## src/rtl/bqlp_pkg.sv

```systemverilog
// shared types and constants for the biquad low-pass with warm-up
package bqlp_pkg;

    localparam int SAMPLE_W  = 16;
    localparam int COEF_W    = 18;
    localparam int FRAC_BITS = 16;
    localparam int WARM_W    = 16;
    localparam int CFG_IDX_W = 3;
    localparam int PROD_W    = COEF_W + SAMPLE_W;
    localparam int ACC_W     = PROD_W + 4;
    localparam int RND_W     = ACC_W - FRAC_BITS;

    localparam logic signed [COEF_W-1:0] COEF_B0_RESET = COEF_W'(65536);
    localparam logic [WARM_W-1:0] WARMUP_RESET = WARM_W'(500);

    localparam logic signed [SAMPLE_W-1:0] SAMPLE_MAX = {1'b0, {(SAMPLE_W-1){1'b1}}};
    localparam logic signed [SAMPLE_W-1:0] SAMPLE_MIN = {1'b1, {(SAMPLE_W-1){1'b0}}};

    typedef enum logic [CFG_IDX_W-1:0] {
        REG_COEF_B0   = 3'd0,
        REG_COEF_B1   = 3'd1,
        REG_COEF_B2   = 3'd2,
        REG_COEF_A1   = 3'd3,
        REG_COEF_A2   = 3'd4,
        REG_WARMUP_LEN = 3'd5
    } t_reg_idx;

    typedef logic signed [SAMPLE_W-1:0] t_sample;
    typedef logic signed [COEF_W-1:0]   t_coef;

    typedef struct packed {
        t_coef b0;
        t_coef b1;
        t_coef b2;
        t_coef a1;
        t_coef a2;
    } t_coefs;

endpackage

```

## src/rtl/bqlp_cfg_regs.sv

```systemverilog
// configuration register file: coefficients and warm-up length
module bqlp_cfg_regs (
    input  logic                           i_clk,
    input  logic                           i_rst_n,
    input  logic                           i_cfg_valid,
    input  logic [bqlp_pkg::CFG_IDX_W-1:0] i_cfg_index,
    input  logic [bqlp_pkg::COEF_W-1:0]    i_cfg_data,
    output bqlp_pkg::t_coefs               o_coefs,
    output logic [bqlp_pkg::WARM_W-1:0]    o_warmup_length
);
    import bqlp_pkg::*;

    t_coefs            r_coefs;
    t_coefs            n_coefs;
    logic [WARM_W-1:0] r_warmup_length;
    logic [WARM_W-1:0] n_warmup_length;

    always_comb begin
        n_coefs         = r_coefs;
        n_warmup_length = r_warmup_length;
        if (i_cfg_valid) begin
            case (i_cfg_index)
                REG_COEF_B0:    n_coefs.b0 = t_coef'(i_cfg_data);
                REG_COEF_B1:    n_coefs.b1 = t_coef'(i_cfg_data);
                REG_COEF_B2:    n_coefs.b2 = t_coef'(i_cfg_data);
                REG_COEF_A1:    n_coefs.a1 = t_coef'(i_cfg_data);
                REG_COEF_A2:    n_coefs.a2 = t_coef'(i_cfg_data);
                REG_WARMUP_LEN: n_warmup_length = i_cfg_data[WARM_W-1:0];
                default:        ;
            endcase
        end
    end

    always_ff @(posedge i_clk) begin
        if (!i_rst_n) begin
            r_coefs.b0      <= COEF_B0_RESET;
            r_coefs.b1      <= '0;
            r_coefs.b2      <= '0;
            r_coefs.a1      <= '0;
            r_coefs.a2      <= '0;
            r_warmup_length <= WARMUP_RESET;
        end else begin
            r_coefs         <= n_coefs;
            r_warmup_length <= n_warmup_length;
        end
    end

    assign o_coefs         = r_coefs;
    assign o_warmup_length = r_warmup_length;

endmodule

```

## config.mk

```make
export PLATFORM = sky130hd
export DESIGN_NAME = bqlp_cfg_regs
export DESIGN_NICKNAME = d
export VERILOG_FILES = /design/src/rtl/bqlp_pkg.sv /design/src/rtl/bqlp_cfg_regs.sv
export SDC_FILE = /design/constraint.sdc
export NUM_CORES = 1
export LEC_CHECK = 0
export BUFFER_PORTS_ARGS = -buffer_cell sky130_fd_sc_hd__buf_2
export CAP_MARGIN = 20
export CORE_MARGIN = 10
export CORE_UTILIZATION = 54
export CTS_CLUSTER_DIAMETER = 100
export CTS_CLUSTER_SIZE = 30
export DETAILED_ROUTE_END_ITERATION = 7
export GPL_ROUTABILITY_DRIVEN = 0
export PLACE_DENSITY = 0.91
export SYNTH_ARGS = -nofsm -noshare
export SYNTH_HDL_FRONTEND = slang
export SYNTH_SLANG_ARGS = --single-unit
```

## constraint.sdc

```tcl
create_clock -name i_clk -period 1.6 [get_ports i_clk]
set_clock_uncertainty 0.1 [all_clocks]
set_input_delay 0.16 -clock i_clk [delete_from_list [all_inputs] [get_ports i_clk]]
set_output_delay 0.16 -clock i_clk [all_outputs]
set_load 0.05 [all_outputs]
```

==> impl_metrics.json <==
{
  "nets": 532,
  "min_path_type": "in2reg",
  "ios": 130,
  "antenna_found_initial": 0,
  "setup_tns_ps": 0,
  "dpl.hpwl_um": 7611,
  "ys_types": 14,
  "die_x_um": 105.8,
  "end_kind": "output port",
  "cts_resized": 0,
  "synthFlopType": "dfxtp_1",
  "die_h_um": 105.8,
  "p_leak_nw": 2.581,
  "vias_per_cell": 5.100,
  "drtAntennaViolNets": 0,
  "required_ps": 1340,
  "max_slew_margin_pct": 73.77,
  "grt_remaining_overflow": 0,
  "cts_sinks": 106,
  "cts.clk_slew.worst_paths_ps": 100,
  "core_mm2": 0.007214,
  "area_growth_pct": 25.39,
  "critical-path-top-delay-family": "flip-flops",
  "ys_ff_latch": 106,
  "ys_async_sr_fraction_pct": 0,
  "layout.cells.non_filler": 612,
  "synth_area_leaders": "dfxtp_1 (53%), mux2i_1 (27%), nand2_1 (11%)",
  "yosysMostFrequentCell": "nand2_1",
  "ir_worst_vdd_v": 0.0006129,
  "num_rows": 31,
  "critPathMaxStageDelay_ps": 380,
  "drv_cap": 0,
  "path_max_fanout": 2,
  "synthTopCellsByCount": "nand2_1 (117), dfxtp_1 (106), mux2i_1 (106), nor2b_1 (14), clkbuf_1 (9)",
  "path_buf_inv": 1,
  "ys_seq_area_share_pct": 53.37,
  "grt_pass1_vias": 3243,
  "drive_gt1_share_pct": 30.60,
  "die-area_mm2": 0.01120,
  "yosys.area.top_type_share_pct": 53.37,
  "post-cts-setup-buffers": 0,
  "drt-total-wl_um": 10540,
  "synth_enable_flop_cells": 0,
  "drt_iter0_drc": 72,
  "start_kind": "flip-flop",
  "tightest_slew_ps": 393.2,
  "fin_crit_sh_pct": 79.56,
  "syn_avg_cell_area_um2": 10.55,
  "fin_area_mm2": 0.004986,
  "yosysWarnings": 0,
  "crit_type": "reg2out",
  "cts_tree": "done",
  "maxSlewViolCount": 0,
  "ctsLongestPathBuffers": 2,
  "fillers": 585,
  "drtPass1Iterations": 4,
  "clock-root-buffer": "clkbuf_8",
  "cp.arrival_ps": 1010,
  "status": "complete, no violations",
  "grt_pass1_wl_um": 16940,
  "avgRoutedWirePerCell_um": 17.22,
  "port_buffers": 129,
  "netlist_area_mm2": 0.003976,
  "syn_nets": 401,
  "cp_slowest_cell": "dfxtp_1",
  "vias": 3121,
  "ctsHoldBuffers": 6,
  "insertion_delay_ps": 350,
  "min_period_ps": 1273,
  "power_density_mw_per_mm2": 987.3,
  "rsz0062_at_grt": "no",
  "timing.fmax_mhz": 785.5,
  "crit_chain": "buf_2",
  "finalHoldViolCount": 0,
  "cts-htree-levels": 3,
  "dpl_cell_area_mm2": 0.004733,
  "drcViolationCount": 0,
  "hold_ws_ps": 12.57,
  "grtUsageTotal_pct": 18.46,
  "synth_largest_area_cell": "dfxtp_1",
  "syn_inst": 377,
  "initial_core_util_pct": 55.12,
  "grt_max_degree": 37,
  "dpl.cell_count": 590,
  "diodes": 0,
  "cts_buffers": 9,
  "setup_viol": 0
}
[through the flow]
step,utilization (%),setup slack (ps),power (mW)
after floorplan,-,498.9,3.182
after global placement,65.61,400.2,3.335
after detailed placement,65.61,326.7,3.353
after CTS,69.11,323.9,4.951
after global routing,69.11,274.1,5.098
final,69.11,327.0,4.923
[path summary, 6_finish.rpt]
path | start | to | slack (ps) | cells after the start
setup reg to reg | o_coefs[63] | o_coefs[63] | 810 | 2
setup / recovery | o_coefs[74] | o_coefs[74] | 330 | 1
hold / removal | i_cfg_data[7] | o_warmup_length[7] | 10 | 3
hold reg to reg | o_warmup_length[0] | o_warmup_length[0] | 360 | 2
[cell type report]
type	count	area, um^2	area share [%]
Clock buffer	10	127.6	2.560
Clock inverter	6	65.06	1.305
Multi-Input combinational cell	244	1674	33.58
Sequential cell	106	2122	42.56
Tap cell	99	123.9	2.484
Timing Repair Buffer	147	873.3	17.52
[layout by cell type, fill, tap and decap left out]
master         count
buf_2            128
nand2_1          117
mux2i_1          106
dfxtp_1          106
nor2b_1           14
clkbuf_8           9
buf_4              7
dlygate4sd3_1      6
buf_12             6
nand4bb_1          2
nand4b_1           2
clkinv_2           2
nor4b_4            1
and4bb_1           1
and4b_1            1
clkinvlp_4         1
inv_6              1
clkinv_4           1
clkbuf_1           1
bufinv_16          1
[cell families (layout without fill, tap and decap cells)]
family / count (synthesis) / after routing / share of synthesized area [%]
multiplexers: 106 / 106 / 26.68
flip-flops: 106 / 106 / 53.37
AND/OR/NAND/NOR: 138 / 138 / 15.20
buffers and inverters: 27 / 163 / 4.751
[where the power goes]
part	leakage [nW]	total, mW	switching (mW)	internal (mW)
clock network	0.0966	1.62	0.891	0.728
logic	1.63	0.579	0.409	0.170
registers	0.858	2.73	0.0303	2.69
[registers in the layout, indices dropped and copies added (netlist names)]
name	cells
o_coefs	90
o_warmup_length	16
[per-layer routing]
metal	share of wire, %	routed length (um)	vias to the layer above	track usage [%]
met4	0.63	66	0	4.352
met5	0	0	-	0
met1	42	4423	1507	21.42
met3	6.9	724	8	6.577
li1	-	-	1506	-
met2	51	5324	100	31.76
Power figures use the tool's default switching activity.
